==> config.mk <==
export PLATFORM = sky130hd
export DESIGN_NAME = pst_front
export DESIGN_NICKNAME = d
export VERILOG_FILES = /design/src/rtl/core/pst_pkg.sv /design/src/rtl/core/pst_front.sv
export SDC_FILE = /design/constraint.sdc
export NUM_CORES = 1
export LEC_CHECK = 0
export BUFFER_PORTS_ARGS = -buffer_cell sky130_fd_sc_hd__buf_2
export CAP_MARGIN = 20
export CORE_MARGIN = 3
export CORE_UTILIZATION = 65
export DETAILED_ROUTE_END_ITERATION = 6
export PLACE_DENSITY = 0.88
export SLEW_MARGIN = 20
export SYNTH_ARGS = -nofsm -noshare
export SYNTH_HDL_FRONTEND = slang
export SYNTH_SLANG_ARGS = --single-unit
==> constraint.sdc <==
create_clock -name aclk -period 16.56 [get_ports aclk]
set_clock_uncertainty 0.1 [all_clocks]
set_input_delay 3.312 -clock aclk [delete_from_list [all_inputs] [get_ports aclk]]
set_output_delay 3.312 -clock aclk [all_outputs]
set_load 0.05 [all_outputs]
==> src/rtl/core/pst_pkg.sv <==
// shared types and constants for the patterned shape pixel test
// depends on nothing
`default_nettype none
package pst_pkg;
    localparam int unsigned NUM_LANES = 5;
    localparam int unsigned REM_BITS  = 8;
    localparam int unsigned DATA_BITS = 32;
    localparam int unsigned ADDR_BITS = 5;

    // remainder lanes
    localparam int unsigned LANE_X      = 0;
    localparam int unsigned LANE_Y      = 1;
    localparam int unsigned LANE_SUM    = 2;
    localparam int unsigned LANE_DIFF   = 3;
    localparam int unsigned LANE_XSHIFT = 4;

    // register indexes
    localparam logic [2:0] REG_SHAPE_MODE   = 3'd0;
    localparam logic [2:0] REG_PATTERN_KIND = 3'd1;
    localparam logic [2:0] REG_SPACING      = 3'd2;
    localparam logic [2:0] REG_ORIGIN_X     = 3'd3;
    localparam logic [2:0] REG_ORIGIN_Y     = 3'd4;
    localparam logic [2:0] REG_EXTENT_X     = 3'd5;
    localparam logic [2:0] REG_EXTENT_Y     = 3'd6;

    typedef enum logic [2:0] {
        PAT_DOTS   = 3'd0,
        PAT_HLINES = 3'd1,
        PAT_VLINES = 3'd2,
        PAT_GRID   = 3'd3,
        PAT_DIAG_L = 3'd4,
        PAT_DIAG_R = 3'd5,
        PAT_CROSS  = 3'd6,
        PAT_BRICK  = 3'd7
    } pattern_t;

    localparam logic [REM_BITS-1:0] SPACING_RESET = 8'd2;
    localparam logic [REM_BITS-1:0] SPACING_MIN   = 8'd2;
endpackage
`default_nettype wire

==> src/rtl/core/pst_front.sv <==
// front stages: shape geometry and dividend magnitudes for the remainder chain
// depends on pst_pkg
`default_nettype none
module pst_front #(
    parameter int COORD_BITS = 12
) (
    input  wire logic                  aclk,
    input  wire logic                  aresetn,
    input  wire logic                  en,
    input  wire logic                  in_valid,
    input  wire logic [COORD_BITS-1:0] pixel_x,
    input  wire logic [COORD_BITS-1:0] pixel_y,
    input  wire logic                  shape_mode,
    input  wire logic [COORD_BITS-1:0] origin_x,
    input  wire logic [COORD_BITS-1:0] origin_y,
    input  wire logic [COORD_BITS-1:0] extent_x,
    input  wire logic [COORD_BITS-1:0] extent_y,
    input  wire logic [pst_pkg::REM_BITS-1:0] half_sp,
    output logic                       out_valid,
    output logic                       out_in_shape,
    output logic [pst_pkg::NUM_LANES-1:0][COORD_BITS:0] out_mag
);
    localparam int W  = COORD_BITS + 1;
    localparam int SQ = 2 * W;

    logic                 v1_reg, v2_reg;
    logic                 rect1_reg, rect2_reg;
    logic                 rneg1_reg, rneg2_reg;
    logic signed [W-1:0]  dx1_reg, dy1_reg;
    logic signed [COORD_BITS-1:0] r1_reg;
    logic [SQ-1:0]        sqx2_reg, sqy2_reg, rr2_reg;
    logic [pst_pkg::NUM_LANES-1:0][W-1:0] mag1_reg, mag2_reg;

    logic signed [W-1:0] xs, ys, val [pst_pkg::NUM_LANES];
    logic rect_next;
    logic [pst_pkg::NUM_LANES-1:0][W-1:0] mag_next;

    always_comb begin
        xs = W'($signed(pixel_x));
        ys = W'($signed(pixel_y));
        val[pst_pkg::LANE_X]      = xs;
        val[pst_pkg::LANE_Y]      = ys;
        val[pst_pkg::LANE_SUM]    = xs + ys;
        val[pst_pkg::LANE_DIFF]   = xs - ys;
        val[pst_pkg::LANE_XSHIFT] = xs + $signed({{(W-pst_pkg::REM_BITS){1'b0}}, half_sp});
        for (int i = 0; i < pst_pkg::NUM_LANES; i++) begin
            mag_next[i] = val[i][W-1] ? W'(-val[i]) : W'(val[i]);
        end
        rect_next = ($signed(pixel_x) >= $signed(origin_x)) &&
                    ($signed(pixel_x) <  $signed(extent_x)) &&
                    ($signed(pixel_y) >= $signed(origin_y)) &&
                    ($signed(pixel_y) <  $signed(extent_y));
    end

    always_ff @(posedge aclk) begin
        if (!aresetn) begin
            v1_reg <= 1'b0;
            v2_reg <= 1'b0;
        end else if (en) begin
            v1_reg <= in_valid;
            v2_reg <= v1_reg;
        end
        if (en) begin
            rect1_reg <= rect_next;
            rneg1_reg <= extent_x[COORD_BITS-1];
            r1_reg    <= $signed(extent_x);
            dx1_reg   <= xs - W'($signed(origin_x));
            dy1_reg   <= ys - W'($signed(origin_y));
            mag1_reg  <= mag_next;
            rect2_reg <= rect1_reg;
            rneg2_reg <= rneg1_reg;
            sqx2_reg  <= SQ'(SQ'(dx1_reg) * SQ'(dx1_reg));
            sqy2_reg  <= SQ'(SQ'(dy1_reg) * SQ'(dy1_reg));
            rr2_reg   <= SQ'(SQ'(r1_reg) * SQ'(r1_reg));
            mag2_reg  <= mag1_reg;
        end
    end

    logic [SQ:0] dist_sq;
    assign dist_sq      = {1'b0, sqx2_reg} + {1'b0, sqy2_reg};
    assign out_valid    = v2_reg;
    assign out_in_shape = shape_mode ? (!rneg2_reg && (dist_sq <= {1'b0, rr2_reg})) : rect2_reg;
    assign out_mag      = mag2_reg;
endmodule
`default_nettype wire

# Yosys cells after proc, flatten, opt, wreduce, memory -nomap -nowiden
# Index checks and enable logic that the tools add are counted.
# totals
register_bits	252
in_bits	85
output_inout_bits	67
# classes
add_sub_neg	11
multipliers	3
magnitude_cmp	5
mux	6
reduce_logical	5
# ops
op	count
$mul 13x13->26	2
$neg 13->13	3
$sub 12x12->13	3
$mux 12	3
$add 26x26->27	1
$le 27x26->1	1
$neg 12->13	2
$ge 12x12->1	2
$lt 12x12->1	2
$mul 12x12->24	1
$mux 11	2
$add 12x12->13	1
$add 12x9->13	1
$logic_and 1x1->1	4
$logic_not 1->1	1
$mux 1	1

# Logic depth before layout (Yosys ltp)
# Gate-level depths: netlist (run 1).
# logic_depth
ltp_word	4
ltp_mapped	23
mapped_depth_nobuf	22

# Least setup slack after synthesis (run 1)
# No wires, ideal clock.
# synth_path
kind	reg2out
startpoint	reg sqx2_reg[7]
endpoint	out out_in_shape
arrival_ns	4.246
required_time_ns	13.148
path_slack_ns	8.902
stages_incl_launch_ff	18
n_path_buf	0
cell_sequence	edfxtp_1 ha_1 or3_4 or3_1 nand3_2 nand3_2 o41a_1 a221o_1 o41ai_2 xnor2_1 ha_1 a21o_1 a21o_1 nor2_1 o211ai_1 a21oi_1 o2111ai_1 o22ai_1
# synth_between
elab_chain_len	4
# synth_lines
element	line	text
start: declaration	pst_front.sv:31	logic [SQ-1:0] sqx2_reg, sqy2_reg, rr2_reg;
start signal: assignment	pst_front.sv:72	sqx2_reg <= SQ'(SQ'(dx1_reg) * SQ'(dx1_reg));
$add 26x26->27	pst_front.sv:80	assign dist_sq = {1'b0, sqx2_reg} + {1'b0, sqy2_reg};
$le 27x26->1	pst_front.sv:82	assign out_in_shape = shape_mode ? (!rneg2_reg && (dist_sq <= {1'b0, rr2_reg})) : rect2_reg;
$logic_and 1x1->1	pst_front.sv:82	
$mux 1	pst_front.sv:82	
end: declaration	pst_front.sv:20	output logic out_in_shape,
# Every way passes these cells.

# Final worst setup path (run 1)
# Same ends and word-level chain as after synthesis.

==> results of run 1 <==
## stage by stage
stage | worst slack [ns] | utilization (%) | cells | hold slack, ns
after floorplan | 8.902 | - | 2886 | 0.3003
after global placement | 8.821 | 69.42 | 3577 | 0.3009
after detailed placement | 8.733 | 69.42 | 3577 | 0.3054
after CTS | 8.098 | 71.46 | 3625 | 0.3189
after global routing | 7.789 | 71.47 | 3626 | 0.3237
final | 8.060 | 71.47 | 3626 | 0.3095
## worst reg2reg max path, delay by kind of cell, from the launching register on
kind	cells	cell delay [ns]
flip-flops	1	0.95
adder cells (fa/ha/maj)	7	2.93
XOR/XNOR	1	0.11
AND/OR/NAND/NOR	1	0.28
buffers and inverters	3	0.35
AO/OA/AOI/OAI	7	2.20
## layout make-up
class	count	area (sq um)	share of cell area, %
Clock buffer	30	686.9	2.155
Clock inverter	18	221.5	0.6947
Inverter	655	2459	7.712
Multi-Input combinational cell	1933	19680	61.73
Sequential cell	244	7307	22.92
Tap cell	592	740.7	2.323
Timing Repair Buffer	154	785.8	2.465
## final timing paths
path                            cells after the start  slack, ns      endpoint         start
worst min-delay path                                0       0.31   out_mag[27]  mag1_reg[27]
worst max register to register                     19       9.39  sqx2_reg[24]   dx1_reg[12]
worst min register to register                      0       0.31   out_mag[27]  mag1_reg[27]
worst max-delay path                               18       8.06  out_in_shape   sqx2_reg[7]
## logic make-up (layout without fill, tap and decap cells)
logic type               after synthesis  after routing
flip-flops                           244            244
XOR/XNOR                             201            201
buffers and inverters                709            857
adder cells (fa/ha/maj)              752            752
AO/OA/AOI/OAI                        338            338
other                                  1              3
AND/OR/NAND/NOR                      628            628
multiplexers                          11             11
## cell usage in the layout (no fill, tap or decap), drive strengths merged, types with 4 or more instances in the layout
master,netlist,routed
inv,655,659
fa,412,412
ha,340,340
edfxtp,242,242
nand2,184,184
xnor2,156,156
buf,5,154
nor2,146,146
a21oi,100,100
and2,86,86
o21ai,70,70
nor2b,53,53
xor2,45,45
a21o,44,44
nor3,36,36
clkbuf,49,30
nand2b,26,26
nand3,25,25
nand4,21,21
and3,16,16
o21a,14,14
o21bai,12,12
o31ai,12,12
nor4,10,10
a211oi,9,9
or2,8,8
or3,8,8
a21boi,8,8
o41ai,8,8
o211ai,7,7
a31oi,7,7
clkinv,0,7
mux2i,6,6
mux2,5,5
o2111ai,4,4
a41oi,4,4
bufinv,0,4
a221oi,4,4
## metal layers
metal  global-route usage [%]  wire, um  vias up
met1                    33.36     23470    10390
li1                         -         -     9499
met2                    51.56     34150      833
met3                    4.688      4575      265
met4                    15.13      3943        2
met5                        0        16        -
==> reports/qor.yml, run 1 <==
status: "finished clean"
grt_max_degree: 109
cp.required_ns: 13.15
yosysSeqAreaShare_pct: 24.65
clk_pin_slew_ns: 0.06
wl_per_cell_um: 18.25
nNetsFinal: 3852
overflow: 0
cp_max_fo: 4
nFillCells: 2917
ios: 152
synthMuxAreaShare_pct: 0.3925
clk_path_buf_depth: 3
slew_viol_final: 0
vias_per_cell: 5.787
critical_path_buf_inv_count: 1
start_util_pct: 66.47
synth-seq-cells: 244
synth_edf_count: 242
syn_inst: 2884
synth_largest_area_cell: "fa_1"
synth_top_area_share_pct: 27.82
period_needed_ns: 8.500
track_usage_pct: 28.82
end_kind: "primary output"
synthTopCellsByCount: "inv_1, fa_1, ha_1, edfxtp_1, nand2_1"
cts-hold-fix-buffers: 0
finalCritPeriodShare_pct: 51.33
synth_area_sq_um: 29650
synth_most_common_cell: "inv_1"
synthAdderAreaFrac_pct: 42.17
yosysWarningCount: 0
fin_area_sq_um: 31880
layout-drive-gt1-share_pct: 7.383
die_area_sq_um: 48210
ant_nets: 0
synthDistinctLibCells: 72
antenna_found_initial: 1
n_antenna_cell: 0
die_h_um: 219.6
grt_pass1_wl_um: 111300
hpwl_um: 52990
wl_um: 66160
final.setup.tns_ns: 0
cp_cell_sequence: "ha_1 -> or3_4 -> or3_1 -> nand3_2 -> nand3_2 -> o41a_1 -> a221o_1 -> o41ai_2 -> xnor2_1 -> ha_1 -> a21o_1 -> a21o_1 -> nor2_1 -> o211ai_1 -> a21oi_1 -> o2111ai_1 -> o22ai_1 -> buf_2"
synth_top_family_by_area: "adder cells"
syn_avg_cell_area_sq_um: 10.28
slew_headroom_pct: 38.35
worst_pin_slew_ns: 0.9207
syn_to_final_growth_pct: 7.524
slowest_stage: "or3_4"
dpl_cell_area_sq_um: 30970
fmax_ghz: 0.1176
async_reset_ff_share_pct: 0
portBuffers: 151
cap_violations: 0
place_congestion: 0.8897
first_pass_iters: 7
path_class: "flop to primary output"
synth-compound-area-share_pct: 7.508
cts_setup_buffers: 0
synth-simple-area-share_pct: 10.33
cts_buffers: 27
cts_tree: "done"
hold_path_class: "flop to flop"
clock_latency_ns: 0.55
worst_ep_arrival_time_ns: 5.09
fp-row-count: 77
critPathMaxStageDelay_ns: 0.42
h-tree-depth: 1
die_x_um: 219.6
drc: 0
vias: 20980
cts-resized-gates: 0
drtIter0Drc: 1120
grt_pass1_vias: 23440
core-area_sq_um: 44610
synth.area.top_cells: "fa_1, edfxtp_1, ha_1"
crit_family: "compound AO/OA/AOI/OAI gates"
grt_setup_unrepaired: "false"
worst_setup_path_start_kind: "flop"
hold_viol: 0
cts.sinks: 244
root_buffer: "clkbuf_16"
synth_ff_type: "edfxtp_1"
setup_viol: 0
synth_xor_xnor_area_share_pct: 5.938
Power of run 1 is left out: the tool's default activity adds up to more than one toggle a clock period on the data nets, which glitch-free logic cannot reach.
==> run 2, diff against run 1 <==
--- a/config.mk
+++ b/config.mk
@@ -8,9 +8,9 @@
 export BUFFER_PORTS_ARGS = -buffer_cell sky130_fd_sc_hd__buf_2
 export CAP_MARGIN = 20
 export CORE_MARGIN = 3
-export CORE_UTILIZATION = 65
+export CORE_UTILIZATION = 58
 export DETAILED_ROUTE_END_ITERATION = 6
-export PLACE_DENSITY = 0.88
+export PLACE_DENSITY = 0.83
 export SLEW_MARGIN = 20
 export SYNTH_ARGS = -nofsm -noshare
 export SYNTH_HDL_FRONTEND = slang
==> constraint.sdc (replaced) <==
create_clock -name aclk -period 7.7 [get_ports aclk]
set_clock_uncertainty 0.1 [all_clocks]
set_input_delay 1.54 -clock aclk [delete_from_list [all_inputs] [get_ports aclk]]
set_output_delay 1.54 -clock aclk [all_outputs]
set_load 0.05 [all_outputs]
==> run 2 against run 1 <==
Against the previous run:
- worst hold slack worse by 0.0014 ns
- non-clock buffer count unchanged
- via count down 1.5%
- first-iteration DRC count decreased by 3.8%
- register-to-register slack lost 8.3 ns
- clock-buffer cell count is 1 higher
- wire length fell by 2.2%
- largest cell class unchanged
- highest routed layer is now met4
==> reports/qor.yml, run 2 (synthesis gave the netlist of run 1 again) <==
ant_nets: 0
wl_um: 64670
grt_pass1_vias: 22820
regToRegSetupSlack_ns: 1.09
clk_pin_slew_ns: 0.07
worstSetupEndpoint: "out_in_shape"
worst_pin_slew_ns: 1.067
grt_pass1_wl_um: 108400
setup_viol: 0
drc: 0
clk_path_buf_depth: 3
dpl_cell_area_sq_um: 31070
instances_no_fill: 3710
hold_path_class: "flop to flop"
syn_to_final_growth_pct: 7.989
portBuffers: 151
r2r_end: "sqx2_reg[24]"
vias_per_cell: 5.571
cts.sinks: 244
layout_commonest_cell: "inv_1"
layout_common_cells: "inv_1, fa_1, ha_1, edfxtp_1, nand2_1"
core-area_sq_um: 50380
cts_buffers: 28
fmax_ghz: 0.1452
cp_max_fo: 4
start_util_pct: 58.85
cap_violations: 0
status: "finished clean"
antenna_found_initial: 2
cts_setup_buffers: 0
reg2reg_from: "dx1_reg[3]"
whs_path_depth: 0
cts_tree: "done"
die_area_sq_um: 53870
place_congestion: 0.9127
clock_latency_ns: 0.57
fin_area_sq_um: 32020
cts-resized-gates: 0
wl_per_cell_um: 17.43
track_usage_pct: 24.95
layout-drive-gt1-share_pct: 7.442
nNetsFinal: 3853
first_pass_iters: 5
period_needed_ns: 6.885
vias: 20670
cp.required_ns: 6.06
hold_viol: 0
crit_start: "sqy2_reg[3]"
cts-hold-fix-buffers: 0
slew_viol_final: 0
slew_headroom_pct: 28.87
die_x_um: 232.1
worst_setup_path_start_kind: "flop"
fp-row-count: 82
worst_ep_arrival_time_ns: 5.25
min_from: "mag1_reg[13]"
ios: 152
grt_max_degree: 101
reg2reg_depth: 18
path_class: "flop to primary output"
final.setup.tns_ns: 0
hpwl_um: 52480
drtIter0Drc: 1077
end_kind: "primary output"
place_inst: 3658
die_h_um: 232.1
grt_setup_unrepaired: "false"
root_buffer: "clkbuf_16"
overflow: 0
h-tree-depth: 1
finalCritPeriodShare_pct: 89.42
## run 2: cell types whose count changed in the layout (fill, tap and decap cells not counted)
cell and delta:
clkbuf_1 -1, inv_6 -1, clkinv_1 +2, bufinv_16 -1, buf_2 -1, clkinv_4 +2, diode_2 +1, buf_4 +1
clkbuf_16 +2
## run 2: final cells by class
| class | count | area [sq um] |
|---|---|---|
| Antenna cell | 1 | 2.502 |
| Clock buffer | 31 | 733.2 |
| Timing Repair Buffer | 154 | 788.3 |
| Multi-Input combinational cell | 1933 | 19680 |
| Tap cell | 672 | 840.8 |
| Sequential cell | 244 | 7307 |
| Fill cell | 3782 | 18360 |
| Clock inverter | 20 | 207.7 |
| Inverter | 655 | 2459 |
## run 2: critical path, stage by stage, from the launching register on
cell and delay (ns):
edfxtp_1 0.42, ha_1 0.37, a21oi_1 0.11, a2bb2oi_1 0.19, o311ai_1 0.57, nor4b_2 0.13, o31ai_1 0.52, a41o_1 0.25
a21o_1 0.19, xnor2_1 0.11, ha_1 0.30, nand4_1 0.11, nor2_1 0.31, nand4_1 0.28, mux2i_1 0.22, o2111ai_1 0.14
o22ai_1 0.12, buf_2 0.33
## run 2: how the worst min path moves through the flow
stage	endpoint	slack [ns]
after global placement	out_mag[64]	0.30
after detailed placement	out_mag[11]	0.30
after floorplan	out_mag[0]	0.30
after CTS	out_mag[13]	0.31
final	out_mag[13]	0.31
after global routing	rect2_reg	0.32
## run 2: routing by layer
metal / GRT usage, % / up-vias / wire, um
li1: - / 9499 / -
met2: 46.47 / 631 / 34160
met1: 28.77 / 10370 / 23950
met5: 0 / - / 0
met3: 3.251 / 168 / 3577
met4: 10.50 / 0 / 2985
## run 2: metrics by stage
| stage | hold slack (ns) | worst slack [ns] | util, % |
|---|---|---|---|
| 3_5_place_dp | 0.3045 | 1.155 | 61.68 |
| 3_3_place_gp | 0.3014 | 1.245 | 61.68 |
| 2_1_floorplan | 0.3003 | 1.672 | - |
| 5_1_grt | 0.3194 | 0.5410 | 63.56 |
| 4_1_cts | 0.3135 | 0.8119 | 63.55 |
| 6_report | 0.3081 | 0.8149 | 63.56 |
Power of run 2 is left out for the same reason.
==> run 3, diff against run 2 <==
--- a/config.mk
+++ b/config.mk
@@ -5,7 +5,7 @@
 export SDC_FILE = /design/constraint.sdc
 export NUM_CORES = 1
 export LEC_CHECK = 0
-export BUFFER_PORTS_ARGS = -buffer_cell sky130_fd_sc_hd__buf_2
+export BUFFER_PORTS_ARGS = -buffer_cell sky130_fd_sc_hd__buf_4
 export CAP_MARGIN = 20
 export CORE_MARGIN = 3
 export CORE_UTILIZATION = 58
==> run 3 against run 2 <==
Against the previous run:
- register-to-register slack lost 0.02 ns
- die area is the same
- global-route usage is essentially flat
- clock-buffer cell count shrank 3
- wire length shrank 0.41%
- critical path type unchanged
- largest cell class unchanged
- highest routed layer unchanged
==> reports/qor.yml, run 3 (synthesis gave the netlist of run 1 again) <==
nNetsFinal: 3852
cap_violations: 0
die_x_um: 232.1
layout-drive-gt1-share_pct: 7.444
core-area_sq_um: 50380
drtIter0Drc: 1159
cts-hold-fix-buffers: 0
die_h_um: 232.1
hold_path_class: "flop to flop"
layout_commonest_cell: "inv_1"
die_area_sq_um: 53870
critPathMaxStageDelay_ns: 0.56
cp_max_fo: 4
slowest_stage: "o311ai_1"
worst_ep_arrival_time_ns: 5.22
status: "finished clean"
end_kind: "primary output"
fp-row-count: 82
crit_family: "compound AO/OA/AOI/OAI gates"
instances_no_fill: 3708
place_inst: 3658
start_util_pct: 58.85
grt_util_met1_pct: 28.11
grt_setup_unrepaired: "false"
slew_headroom_pct: 25.74
wl_um: 64410
cts_tree: "done"
cts-resized-gates: 0
critical_path_buf_inv_count: 1
cts_buffers: 27
place_congestion: 0.9322
layout_common_cells: "inv_1, fa_1, ha_1, edfxtp_1, nand2_1"
ios: 152
hpwl_um: 52650
n_antenna_cell: 0
grt_pass1_vias: 22810
clk_path_buf_depth: 3
track_usage_pct: 24.93
syn_to_final_growth_pct: 9.381
path_class: "flop to primary output"
portBuffers: 151
overflow: 0
h-tree-depth: 1
clk_pin_slew_ns: 0.06
cp_cell_sequence: "ha_1 -> a21oi_1 -> a2bb2oi_1 -> o311ai_1 -> nor4b_2 -> o31ai_1 -> a41o_1 -> a21o_1 -> xnor2_1 -> ha_1 -> nand4_1 -> nor2_1 -> nand4_1 -> mux2i_1 -> o2111ai_1 -> o22ai_1 -> buf_4"
cts_setup_buffers: 0
vias: 20690
slew_viol_final: 0
ant_nets: 0
setup_viol: 0
final_util_pct: 64.38
drc: 0
clock_latency_ns: 0.56
grt_pass1_wl_um: 108400
use_met3_pct: 4.576
hold_viol: 0
grt-busiest-layer: "met2"
period_needed_ns: 6.860
finalCritPeriodShare_pct: 89.09
fmax_ghz: 0.1458
cts.sinks: 244
hold_ws_ns: 0.3058
vias_per_cell: 5.578
grt_max_degree: 136
antenna_found_initial: 0
cp.required_ns: 6.06
use_met2_pct: 45.45
root_buffer: "clkbuf_16"
final.setup.tns_ns: 0
wl_per_cell_um: 17.37
first_pass_iters: 5
worst_setup_path_start_kind: "flop"
worst_pin_slew_ns: 1.114
-- run 3: routing by layer --
layer	vias to the layer above	part of all wire [%]	wire [um]
met5	-	0	0
met2	658	52	33540
met4	0	5.4	3473
met3	230	6.2	4017
met1	10320	36	23370
li1	9481	-	-
-- run 3: area by class of cell --
class | count | area, sq um
Timing Repair Buffer | 154 | 1164
Tap cell | 672 | 840.8
Clock buffer | 28 | 679.4
Fill cell | 3699 | 17950
Sequential cell | 244 | 7307
Inverter | 655 | 2459
Multi-Input combinational cell | 1933 | 19680
Clock inverter | 22 | 301.5
-- run 3: path summary, 6_finish.rpt --
| path | start | end | slack [ns] | depth (start not counted) |
|---|---|---|---|---|
| worst max-delay path | sqy2_reg[3] | out_in_shape | 0.84 | 17 |
| worst max register to register | dx1_reg[3] | sqx2_reg[24] | 1.07 | 18 |
| worst min register to register | mag1_reg[28] | out_mag[28] | 0.31 | 0 |
| worst min-delay path | mag1_reg[28] | out_mag[28] | 0.31 | 0 |
-- run 3: through the flow --
stage	setup WS, ns	area, sq um
after floorplan	1.672	29660
after global placement	1.254	31450
after detailed placement	1.135	31450
after CTS	0.9286	32430
after global routing	0.4979	32430
final	0.8404	32430
Power of run 3 is left out for the same reason.
